==> config.mk <==
export PLATFORM = sky130hd
export DESIGN_NAME = barcode_demultiplex_match
export DESIGN_NICKNAME = d
export VERILOG_FILES = /design/src/rtl/bdm_pkg.sv /design/src/rtl/barcode_demultiplex_match.sv
export VERILOG_INCLUDE_DIRS = /design/src /design/src/rtl
export SDC_FILE = /design/constraint.sdc
export NUM_CORES = 2
export LEC_CHECK = 0
export BUFFER_PORTS_ARGS = -buffer_cell sky130_fd_sc_hd__buf_2
export CAP_MARGIN = 30
export CORE_UTILIZATION = 50
export CTS_CLUSTER_DIAMETER = 40
export DETAILED_ROUTE_END_ITERATION = 8
export PLACE_DENSITY = 0.65
export SYNTH_ARGS = -nofsm -noshare
export SYNTH_HDL_FRONTEND = slang
export SYNTH_MEMORY_MAX_BITS = 65536
export SYNTH_SLANG_ARGS = --single-unit
export TNS_END_PERCENT = 20
==> constraint.sdc <==
create_clock -name i_clk -period 7.2 [get_ports i_clk]
set_input_delay 0.36 -clock i_clk [delete_from_list [all_inputs] [get_ports i_clk]]
set_output_delay 0.36 -clock i_clk [all_outputs]
set_load 0.01 [all_outputs]
==> src/rtl/barcode_demultiplex_match_defines.svh <==
// Assertion macros for the barcode demultiplexer.
// Used by rtl/barcode_demultiplex_match.sv; expects i_clk and i_rst_n in scope.
`ifndef BARCODE_DEMULTIPLEX_MATCH_DEFINES_SVH
`define BARCODE_DEMULTIPLEX_MATCH_DEFINES_SVH

// Same-cycle implication, off during reset
`define BDM_ASSERT_NOW(lbl, ante, cons, msg) \
    lbl: assert property (@(posedge i_clk) disable iff (!i_rst_n) (ante) |-> (cons)) \
        else $error(msg);

// Next-cycle implication, off during reset
`define BDM_ASSERT_NEXT(lbl, ante, cons, msg) \
    lbl: assert property (@(posedge i_clk) disable iff (!i_rst_n) (ante) |=> (cons)) \
        else $error(msg);

`endif

==> src/rtl/bdm_pkg.sv <==
// Shared sizes, codes and the base-call decode for the barcode demultiplexer.
// No dependencies.
package bdm_pkg;

    localparam int NUM_BARCODES    = 16;
    localparam int MAX_BARCODE_LEN = 32;

    localparam int SLOT_W = $clog2(NUM_BARCODES);
    localparam int POS_W  = $clog2(MAX_BARCODE_LEN);
    localparam int ADDR_W = SLOT_W + POS_W;
    localparam int CNT_W  = $clog2(NUM_BARCODES + 1);
    localparam int RPOS_W = $clog2(MAX_BARCODE_LEN + 1);
    localparam int MEM_DEPTH = NUM_BARCODES * MAX_BARCODE_LEN;

    // Field widths
    localparam int CMD_W   = 2;
    localparam int CHAR_W  = 8;
    localparam int IDX_W   = 4;
    localparam int STAT_W  = 2;
    localparam int CFG_I_W = 3;
    localparam int CFG_D_W = 6;
    localparam int MIS_W   = 6;

    // Commands
    localparam logic [CMD_W-1:0] CMD_LOAD  = 2'd0;
    localparam logic [CMD_W-1:0] CMD_READ  = 2'd1;
    localparam logic [CMD_W-1:0] CMD_EMPTY = 2'd2;

    // Result status
    localparam logic [STAT_W-1:0] ST_MATCH    = 2'd0;
    localparam logic [STAT_W-1:0] ST_UNDET    = 2'd1;
    localparam logic [STAT_W-1:0] ST_TOO_LONG = 2'd2;

    // Configuration register indexes
    localparam logic [CFG_I_W-1:0] CFG_BARCODE_COUNT  = 3'd0;
    localparam logic [CFG_I_W-1:0] CFG_FRAGMENT_COUNT = 3'd1;
    localparam logic [CFG_I_W-1:0] CFG_FIRST_LEN      = 3'd2;
    localparam logic [CFG_I_W-1:0] CFG_SECOND_LEN     = 3'd3;
    localparam logic [CFG_I_W-1:0] CFG_FIRST_ERRORS   = 3'd4;
    localparam logic [CFG_I_W-1:0] CFG_SECOND_ERRORS  = 3'd5;

    localparam logic [CHAR_W-1:0] ZERO_QUALITY_LIMIT = 8'd4;
    localparam logic [MIS_W-1:0]  MIS_MAX            = 6'd63;

    // Turn a stored call into its ASCII base
    function automatic logic [CHAR_W-1:0] base_call(input logic [CHAR_W-1:0] b);
        logic [CHAR_W-1:0] c;
        case (b[1:0])
            2'd0:    c = 8'h41; // A
            2'd1:    c = 8'h43; // C
            2'd2:    c = 8'h47; // G
            default: c = 8'h54; // T
        endcase
        if (b < ZERO_QUALITY_LIMIT) begin
            c = 8'h4E; // N
        end
        return c;
    endfunction

endpackage

==> src/rtl/barcode_demultiplex_match.sv <==
// Barcode demultiplexer: one shared compare walks the n searched barcodes for every base.
// A load is written to the table at its transfer; a base with no overflow pending holds
// the input through the prepare, scan and finish states, so no new item is taken meanwhile.
// A final base or an empty read waits in the done state until the output register is free.
// Synchronous active-low reset restores the register defaults and clears the read state;
// the table is not reset. Depends on bdm_pkg and barcode_demultiplex_match_defines.svh.
`include "barcode_demultiplex_match_defines.svh"

module barcode_demultiplex_match (
    input  logic                          i_clk,
    input  logic                          i_rst_n,
    // configuration write channel
    input  logic                          i_cfg_valid,
    output logic                          o_cfg_ready,
    input  logic [bdm_pkg::CFG_I_W-1:0]   i_cfg_index,
    input  logic [bdm_pkg::CFG_D_W-1:0]   i_cfg_data,
    // input items
    input  logic                          i_valid,
    output logic                          o_ready,
    input  logic [bdm_pkg::CMD_W-1:0]     i_command,
    input  logic [3:0]                    i_table_slot,
    input  logic [4:0]                    i_table_position,
    input  logic [7:0]                    i_table_char,
    input  logic [7:0]                    i_read_byte,
    input  logic                          i_last_base,
    // results
    output logic                          o_valid,
    input  logic                          i_ready,
    output logic [bdm_pkg::IDX_W-1:0]     o_barcode_index,
    output logic [bdm_pkg::STAT_W-1:0]    o_match_status
);
    import bdm_pkg::*;

    typedef enum logic [2:0] {
        S_IDLE,
        S_PREP,
        S_SCAN,
        S_FIN,
        S_DONE
    } t_state;

    t_state r_state;

    // configuration
    logic [4:0]       r_bc_cnt;
    logic [1:0]       r_frag_cnt;
    logic [5:0]       r_len0;
    logic [5:0]       r_len1;
    logic [5:0]       r_err0;
    logic [5:0]       r_err1;

    // read state
    logic             r_failed [NUM_BARCODES];
    logic [MIS_W-1:0] r_mis    [NUM_BARCODES];
    logic [RPOS_W-1:0] r_pos;
    logic [1:0]       r_frag;
    logic [5:0]       r_off;
    logic             r_overflow;

    // per-base work
    logic [CHAR_W-1:0] r_call;
    logic             r_last;
    logic             r_compare;
    logic [5:0]       r_allow;
    logic [CNT_W-1:0] r_idx;
    logic             r_proc_vld;
    logic [SLOT_W-1:0] r_proc_idx;
    logic             r_found;
    logic [SLOT_W-1:0] r_first;
    logic [CHAR_W-1:0] r_rd;

    // result
    logic [IDX_W-1:0]  r_res_idx;
    logic [STAT_W-1:0] r_res_st;
    logic              r_out_valid;
    logic [IDX_W-1:0]  r_out_idx;
    logic [STAT_W-1:0] r_out_st;

    // table memory
    logic [CHAR_W-1:0] r_table [MEM_DEPTH];

    logic             in_acc;
    logic [1:0]       nfrag;
    logic [CNT_W-1:0] nbc;
    logic [5:0]       cur_len;
    logic             adv;
    logic [1:0]       n_frag;
    logic [5:0]       n_off;
    logic [5:0]       n_len;
    logic             ovf;
    logic             issue_ok;
    logic             scan_done;
    logic             f_old;
    logic [MIS_W-1:0] cnt_old;
    logic             mism;
    logic [MIS_W-1:0] n_cnt;
    logic             n_fail;
    logic             n_overflow;

    assign in_acc      = i_valid && o_ready;
    assign o_ready     = (r_state == S_IDLE);
    assign o_cfg_ready = 1'b1;
    assign o_valid         = r_out_valid;
    assign o_barcode_index = r_out_idx;
    assign o_match_status  = r_out_st;

    // Fragment bookkeeping and one scan step
    always_comb begin
        nfrag   = r_frag_cnt[1] ? 2'd2 : 2'd1;
        nbc     = (r_bc_cnt > 5'(NUM_BARCODES)) ? CNT_W'(NUM_BARCODES) : CNT_W'(r_bc_cnt);
        cur_len = (r_frag == 2'd0) ? r_len0 : r_len1;
        adv     = (r_frag < nfrag) && (r_off >= cur_len);
        n_frag  = adv ? r_frag + 2'd1 : r_frag;
        n_off   = adv ? 6'd0 : r_off;
        n_len   = (n_frag == 2'd0) ? r_len0 : r_len1;
        ovf     = (n_frag >= nfrag) || (n_off >= n_len)
                  || (r_pos >= RPOS_W'(MAX_BARCODE_LEN));

        issue_ok  = (r_idx < nbc);
        scan_done = !issue_ok && !r_proc_vld;

        f_old   = r_failed[r_proc_idx];
        cnt_old = r_mis[r_proc_idx];
        mism    = r_compare && !f_old && (r_rd != r_call);
        n_cnt   = (mism && (cnt_old != MIS_MAX)) ? cnt_old + 6'd1 : cnt_old;
        n_fail  = f_old || (mism && (n_cnt > r_allow));

        n_overflow = r_compare ? r_overflow : r_found;
    end

    // Table write on load transfers, registered read during the scan
    always_ff @(posedge i_clk) begin
        if (in_acc && (i_command == CMD_LOAD)) begin
            r_table[{i_table_slot, i_table_position}] <= i_table_char;
        end
        if (r_state == S_SCAN) begin
            r_rd <= r_table[{r_idx[SLOT_W-1:0], r_pos[POS_W-1:0]}];
        end
    end

    // Sequencer, read state, configuration and output register
    always_ff @(posedge i_clk) begin
        if (!i_rst_n) begin
            r_state     <= S_IDLE;
            r_bc_cnt    <= 5'd1;
            r_frag_cnt  <= 2'd1;
            r_len0      <= 6'd8;
            r_len1      <= 6'd0;
            r_err0      <= 6'd1;
            r_err1      <= 6'd1;
            for (int b = 0; b < NUM_BARCODES; b++) begin
                r_failed[b] <= 1'b0;
                r_mis[b]    <= '0;
            end
            r_pos       <= '0;
            r_frag      <= '0;
            r_off       <= '0;
            r_overflow  <= 1'b0;
            r_idx       <= '0;
            r_proc_vld  <= 1'b0;
            r_found     <= 1'b0;
            r_out_valid <= 1'b0;
        end else begin
            // configuration writes
            if (i_cfg_valid && o_cfg_ready) begin
                unique case (i_cfg_index)
                    CFG_BARCODE_COUNT:  r_bc_cnt   <= i_cfg_data[4:0];
                    CFG_FRAGMENT_COUNT: r_frag_cnt <= i_cfg_data[1:0];
                    CFG_FIRST_LEN:      r_len0     <= i_cfg_data;
                    CFG_SECOND_LEN:     r_len1     <= i_cfg_data;
                    CFG_FIRST_ERRORS:   r_err0     <= i_cfg_data;
                    CFG_SECOND_ERRORS:  r_err1     <= i_cfg_data;
                    default: ;
                endcase
            end

            // drop the result once transferred, unless a new one replaces it
            if (r_out_valid && i_ready && (r_state != S_DONE)) begin
                r_out_valid <= 1'b0;
            end

            unique case (r_state)
                S_IDLE: begin
                    if (in_acc) begin
                        case (i_command)
                            CMD_READ: begin
                                r_call <= base_call(i_read_byte);
                                r_last <= i_last_base;
                                if (r_overflow) begin
                                    if (i_last_base) begin
                                        r_res_idx <= '0;
                                        r_res_st  <= ST_TOO_LONG;
                                        for (int b = 0; b < NUM_BARCODES; b++) begin
                                            r_failed[b] <= 1'b0;
                                            r_mis[b]    <= '0;
                                        end
                                        r_pos      <= '0;
                                        r_frag     <= '0;
                                        r_off      <= '0;
                                        r_overflow <= 1'b0;
                                        r_state    <= S_DONE;
                                    end
                                end else begin
                                    r_state <= S_PREP;
                                end
                            end
                            CMD_EMPTY: begin
                                r_res_idx <= '0;
                                r_res_st  <= ST_UNDET;
                                for (int b = 0; b < NUM_BARCODES; b++) begin
                                    r_failed[b] <= 1'b0;
                                    r_mis[b]    <= '0;
                                end
                                r_pos      <= '0;
                                r_frag     <= '0;
                                r_off      <= '0;
                                r_overflow <= 1'b0;
                                r_state    <= S_DONE;
                            end
                            default: ;
                        endcase
                    end
                end

                // advance the fragment and decide between compare and overflow check
                S_PREP: begin
                    r_frag <= n_frag;
                    r_off  <= n_off;
                    if (adv) begin
                        for (int b = 0; b < NUM_BARCODES; b++) begin
                            r_mis[b] <= '0;
                        end
                    end
                    r_compare  <= !ovf;
                    r_allow    <= (n_frag == 2'd0) ? r_err0 : r_err1;
                    r_idx      <= '0;
                    r_proc_vld <= 1'b0;
                    r_found    <= 1'b0;
                    r_first    <= '0;
                    r_state    <= S_SCAN;
                end

                // issue one table read and update one barcode per cycle
                S_SCAN: begin
                    if (issue_ok) begin
                        r_idx <= r_idx + CNT_W'(1);
                    end
                    r_proc_vld <= issue_ok;
                    r_proc_idx <= r_idx[SLOT_W-1:0];
                    if (r_proc_vld) begin
                        r_mis[r_proc_idx]    <= n_cnt;
                        r_failed[r_proc_idx] <= n_fail;
                        if (!n_fail && !r_found) begin
                            r_found <= 1'b1;
                            r_first <= r_proc_idx;
                        end
                    end
                    if (scan_done) begin
                        r_state <= S_FIN;
                    end
                end

                // close the base and report on the last one
                S_FIN: begin
                    if (r_last) begin
                        if (n_overflow) begin
                            r_res_idx <= '0;
                            r_res_st  <= ST_TOO_LONG;
                        end else if (r_found) begin
                            r_res_idx <= IDX_W'(r_first);
                            r_res_st  <= ST_MATCH;
                        end else begin
                            r_res_idx <= '0;
                            r_res_st  <= ST_UNDET;
                        end
                        for (int b = 0; b < NUM_BARCODES; b++) begin
                            r_failed[b] <= 1'b0;
                            r_mis[b]    <= '0;
                        end
                        r_pos      <= '0;
                        r_frag     <= '0;
                        r_off      <= '0;
                        r_overflow <= 1'b0;
                        r_state    <= S_DONE;
                    end else begin
                        if (r_compare) begin
                            r_off <= r_off + 6'd1;
                            r_pos <= r_pos + RPOS_W'(1);
                        end else if (r_found) begin
                            r_overflow <= 1'b1;
                        end
                        r_state <= S_IDLE;
                    end
                end

                // hold until the output register is free
                S_DONE: begin
                    if (!r_out_valid || i_ready) begin
                        r_out_valid <= 1'b1;
                        r_out_idx   <= r_res_idx;
                        r_out_st    <= r_res_st;
                        r_state     <= S_IDLE;
                    end
                end

                default: r_state <= S_IDLE;
            endcase
        end
    end

    `BDM_ASSERT_NOW(a_idx_zero, o_valid && (o_match_status != ST_MATCH), o_barcode_index == '0, "index must be zero unless matched")
    `BDM_ASSERT_NOW(a_scan_bound, r_state == S_SCAN, r_idx <= CNT_W'(NUM_BARCODES), "scan index past barcode count")
    `BDM_ASSERT_NOW(a_pos_bound, 1'b1, r_pos <= RPOS_W'(MAX_BARCODE_LEN), "read position past barcode length")
    `BDM_ASSERT_NOW(a_done_clear, r_state == S_DONE, (r_pos == '0) && !r_overflow, "read state not cleared before result")
    `BDM_ASSERT_NEXT(a_cmp_no_ovf, r_state == S_PREP && !ovf, r_compare && !r_overflow, "compare started with overflow pending")

endmodule

# After elaboration in Yosys (flattened, before gate mapping)

Memories as Yosys holds them, arrays and structs flattened. A register that Yosys moved wholly into a read port is not among the register bits.
Cells that the tools add are included.

$add $sub $neg: 5
$mul: 0
Divide/modulo/power cells: 0
Magnitude comparators: 9
Eq/ne operators: 30
Shift-type cells: 0
Mux-type cells: 217
Bitwise logic cells: 112
Reductions and logical operators: 52

Operators with widths:

| kind                  | count |
|---|---|
| $mux W6               | 77 |
| $or A1 B1 Y1          | 112 |
| $mux W1               | 91 |
| $mux W4               | 12 |
| $pmux W4 S2           | 3 |
| $pmux W6 S2           | 2 |
| $mux W2               | 11 |
| $add A6 B1 Y6 const B | 3 |
| $mux W3               | 6 |
| $ne A3 B3 Y1 const B  | 6 |
| $pmux W6 S3           | 1 |
| $reduce_and A2 Y1     | 9 |
| $reduce_and A6 Y1     | 3 |
| $pmux W3 S5           | 1 |
| $pmux W5 S3           | 1 |
| $eq A3 B2 Y1 const B  | 4 |
| $ge A6 B6 Y1          | 2 |
| $pmux W2 S2           | 3 |
| $logic_and A1 B1 Y1   | 11 |
| $mux W5               | 2 |
| $ne A2 B2 Y1 const B  | 5 |
| $pmux W5 S2           | 1 |
| $reduce_and A5 Y1     | 2 |
| $eq A3 B3 Y1 const B  | 3 |
| 31 further kinds      | 54 |

Bits in registers: 93
Latch bits: 0
Memory bits (writable): 4208
ROM bits: 0
Bits of input ports: 42
Output and inout port bits: 9
Memories: 3

Memory list:

| memory   | words | width | read ports | clocked after Yosys merged registers in | write ports | line                            | RTL |
|---|---|---|---|---|---|---|---|
| r_table  | 512   | 8     | 1          | 1                                       | 1           | barcode_demultiplex_match.sv:80 | `logic [CHAR_W-1:0] r_table [MEM_DEPTH];` |
| r_mis    | 16    | 6     | 1          | 1                                       | 16          | barcode_demultiplex_match.sv:54 | `logic [MIS_W-1:0] r_mis [NUM_BARCODES];` |
| r_failed | 16    | 1     | 1          | 1                                       | 16          | barcode_demultiplex_match.sv:53 | `logic r_failed [NUM_BARCODES];` |

# Logic depth before layout (Yosys ltp)

Depth in word-level cells: 13
Mapped depth: 22
Mapped depth without buffers: 19

# Least setup slack after synthesis

No wires, ideal clock.

Path kind: flip-flop to flip-flop
Start: register with a tool-made name
End: memory r_failed[10] (data pin)
Arrival time: 4492 ps
Path slack: 2444 ps
Cell stages (with the launch flop): 23
Path buffers: 4
Period minus slack after synthesis: 4756 ps
Cell sequence: dfxtp_1 > buf_6 > buf_6 > mux4_2 > mux4_2 > ha_1 > nand2_1 > nor2_1 > nand2_1 > nand2_1 > mux2i_2 > buf_6 > inv_1 > ha_1 > nor2b_1 > o21a_1 > o21a_1 > o21a_1 > o21ai_0 > nand2b_1 > a31oi_1 > clkbuf_1 > nor2_1

RTL lines:

| element          | line |
|---|---|
| end: declaration | barcode_demultiplex_match.sv:53 |

==> results.cfg <==
[synthesis]
synth-edff-count = 4198
yosys.area_share.adder_pct = 0.246
yosys-top-cells-area = edfxtp_1 (75%), mux4_2 (13%), mux2i_1 (2.1%), nor2_1 (1.6%), dfxtp_1 (1.3%)
synth_top_family_by_area = multiplexers
yosys.area_share.simple_pct = 3.42
ys_seq_area_share_pct = 76.4
synth_top_area_cell = edfxtp_1
synth_top_area_share_pct = 75.1
syn_avg_cell_area_sq_um = 20.1
synth_cell_type_count = 78
yosys_most_used_dff = edfxtp_1
synthCells = 8334
synth-compound-area-share_pct = 3.20
ys_ff_latch = 4309
synth_xor_area_share_pct = 0.0731
synthArstFlopShare_pct = 0
muxShareOfSynthArea_pct = 15.2
netlist_area_sq_um = 168000
syn-num-nets = 8409
yosysWarnings = 0

[pwr]
ir_worst_vdd_v = 0.000240
seq_power_share_pct = 49.9
pwr_density_cell_nw_per_um2 = 288
power.share.clock_pct = 48.5
switchingPower_uw = 11500
internal-power_uw = 43800
comb_power_share_pct = 1.6
swShare_pct = 20.8
p_leak_uw = 0.0585

[sta]
rsz0062_at_grt = false
fmax_ghz = 0.177
finClkSkew_ps = 44.6
hold_slack_ps = 43.6
finalSetupTns_ps = 0
setup_viol = 0
tightestPinTransition_ps = 1220
fin_crit_ps = 5650
slew_violations = 0
post-route-period-util_pct = 78.4
final-hold-violation-count = 0
slew_headroom_pct = 18.8

[placement]
place_congestion = 0.883
post-dp-hpwl_um = 283000
io_buffers = 49

[critical_path]
worstPathMaxFanout = 25
critPathCaptureType = flip-flop
worstSetupEndpoint = r_first[1]$_SDFFCE_PN0P_
critPathRequiredTime_ps = 7930
start_kind = flip-flop
rr_worst_depth = 19
worstPathArrival_ps = 6370
path_class = reg -> reg
r2r_setup_slack_ps = 1550
r2r-end = r_first[1]$_SDFFCE_PN0P_

[clock_network]
h-tree-depth = 6
postCtsSetupBuffers = 0
clk_pin_slew_ps = 50
cts_tree = yes
clock_latency_ps = 1030
clock_sinks = 4309
ctsLongestPathBuffers = 4
root_buffer = clkbuf_16
cts-buffers-inserted = 530

[global_route]
antenna_found_initial = 29
grt_usage_pct = 27.7
grt_max_degree = 193
overflow = 0
grt_pass1_vias = 87488
grt_pass1_wl_um = 665000

[cells_and_area]
drive_above_1_share_pct = 23.3
area_delta_synth_final_pct = 14.6
final_core_util_pct = 57.6
nets = 8736

[die]
die_h_um = 581
dieArea_sq_um = 338000
fp-row-count = 212
core_area_sq_um = 334000
dieWidth_um = 581
io_pins = 51
start_util_pct = 50.3

[routing]
vias_per_cell = 6.57
first_iter_violations = 12737
drc = 0
drt-total-wl_um = 474000
ant_nets = 0
vias = 88551
first_pass_iters = 6
wl_per_cell_um = 35.2

[status]
outcome = completed

[min_path]
hold_start = i_cfg_valid
min_path_type = in -> reg

[job]
maxCapViolations = 0
Yosys cell counts, types with 32 or more instances:
master and n:
a211oi_1 52, nand3_1 111, mux2i_1 354, clkbuf_1 263, buf_1 55, buf_2 142
o221ai_1 81, a221oi_1 41, nand2_1 289, ha_1 33, nor2b_1 66, edfxtp_1 4198
mux4_2 965, nor2_1 693, o22ai_1 87, a22o_1 32, a21oi_1 143, dfxtp_1 111
a22oi_1 116, o21ai_0 109, buf_4 45
kinds of logic after synthesis:
group | after synthesis
adder cells (fa/ha/maj) | 33
flip-flops | 4309
XOR/XNOR | 14
other | 1
buffers and inverters | 539
AND/OR/NAND/NOR | 1326
AO/OA/AOI/OAI | 777
multiplexers | 1335
power groups by stage:
stage                     Sequential [uW]  Combinational [uW]  Clock (uW)
final                               27600                 885       26800
after CTS                           27600                 863       27000
after global placement              28100                 811           0
after floorplan                     28100                 204           0
after detailed placement            28100                 851           0
after global routing                27600                 916       28000
metrics by stage:
step	cells	setup slack, ps	total power, uW	area (sq um)
global route	13475	1150	56500	192000
floorplan	8334	2440	28300	168000
global placement	12463	1350	28900	174000
finish	13484	1550	55300	192000
detailed placement	12475	1640	28900	174000
CTS	13467	1590	55400	192000
worst max-delay path, stage by stage, from the launching register on:
cell and delay (ps):
dfxtp_2 930, mux4_2 640, mux4_2 520, ha_1 240, nand2_1 110, nor2_1 90, nand2_1 90, nand2_1 100
mux2i_2 660, inv_1 110, ha_1 310, nor2b_1 130, o21a_1 170, o21a_1 160, o21a_1 150, o21ai_0 150
nand2b_1 80, a31oi_1 180, buf_4 250, a31o_2 240
sequential cells by signal, indices dropped and copies added (netlist names), 5 cells and up, named ones only:
| register | cells |
|---|---|
| r_len1 | 6 |
| r_call | 5 |
| r_len0 | 6 |
| r_mis | 96 |
| r_bc_cnt | 5 |
| r_allow | 6 |
| r_failed | 16 |
| r_table | 4096 |
| r_idx | 5 |
| r_rd | 8 |
| r_err1 | 6 |
| r_off | 6 |
| r_err0 | 6 |
| r_pos | 6 |
cells in the final DEF, fill, tap and decap left out, types with 108 or more instances in the layout:
cell,count
o21ai_0,108
a22oi_1,116
buf_4,160
mux2i_1,354
nor2_1,687
mux4_2,965
nand2_1,280
a21oi_1,143
edfxtp_1,4198
clkbuf_16,538
layer usage:
metal / up-vias / global-route usage, % / routed length, um
li1: 35166 / - / -
met1: 46856 / 38.8 / 179000
met2: 5560 / 42.8 / 222000
met3: 953 / 6.28 / 52400
met4: 16 / 10.9 / 20400
met5: - / 0 / 110
final cells by class:
type,instances,area [sq um]
fill,24045,141000
sequential,4309,128000
multi-input combinational,3486,37300
clock buffer,626,13800
tap,4387,5490
clock inverter,330,4080
timing repair buffer,307,3080
inverter,27,115
antenna,12,30.0
worst min-delay path by stage:
stage / end / slack (ps) / depth (start not counted)
6_report: r_err1[3]$_SDFFE_PN0P_ / 40 / 4
5_1_grt: r_err1[5]$_SDFFE_PN0P_ / 70 / 4
4_1_cts: r_err1[3]$_SDFFE_PN0P_ / 10 / 4
3_5_place_dp: o_match_status[1]$_DFFE_PP_ / 410 / 0
3_3_place_gp: o_match_status[0]$_DFFE_PP_ / 410 / 0
2_1_floorplan: o_barcode_index[0]$_DFFE_PP_ / 400 / 0
what timing repair did:
item | CTS | global route
endpoints found under the hold margin | 759 | 0
resized for setup | 0 | 0
hold buffers | 36 | 0
Power figures use the tool's default switching activity.
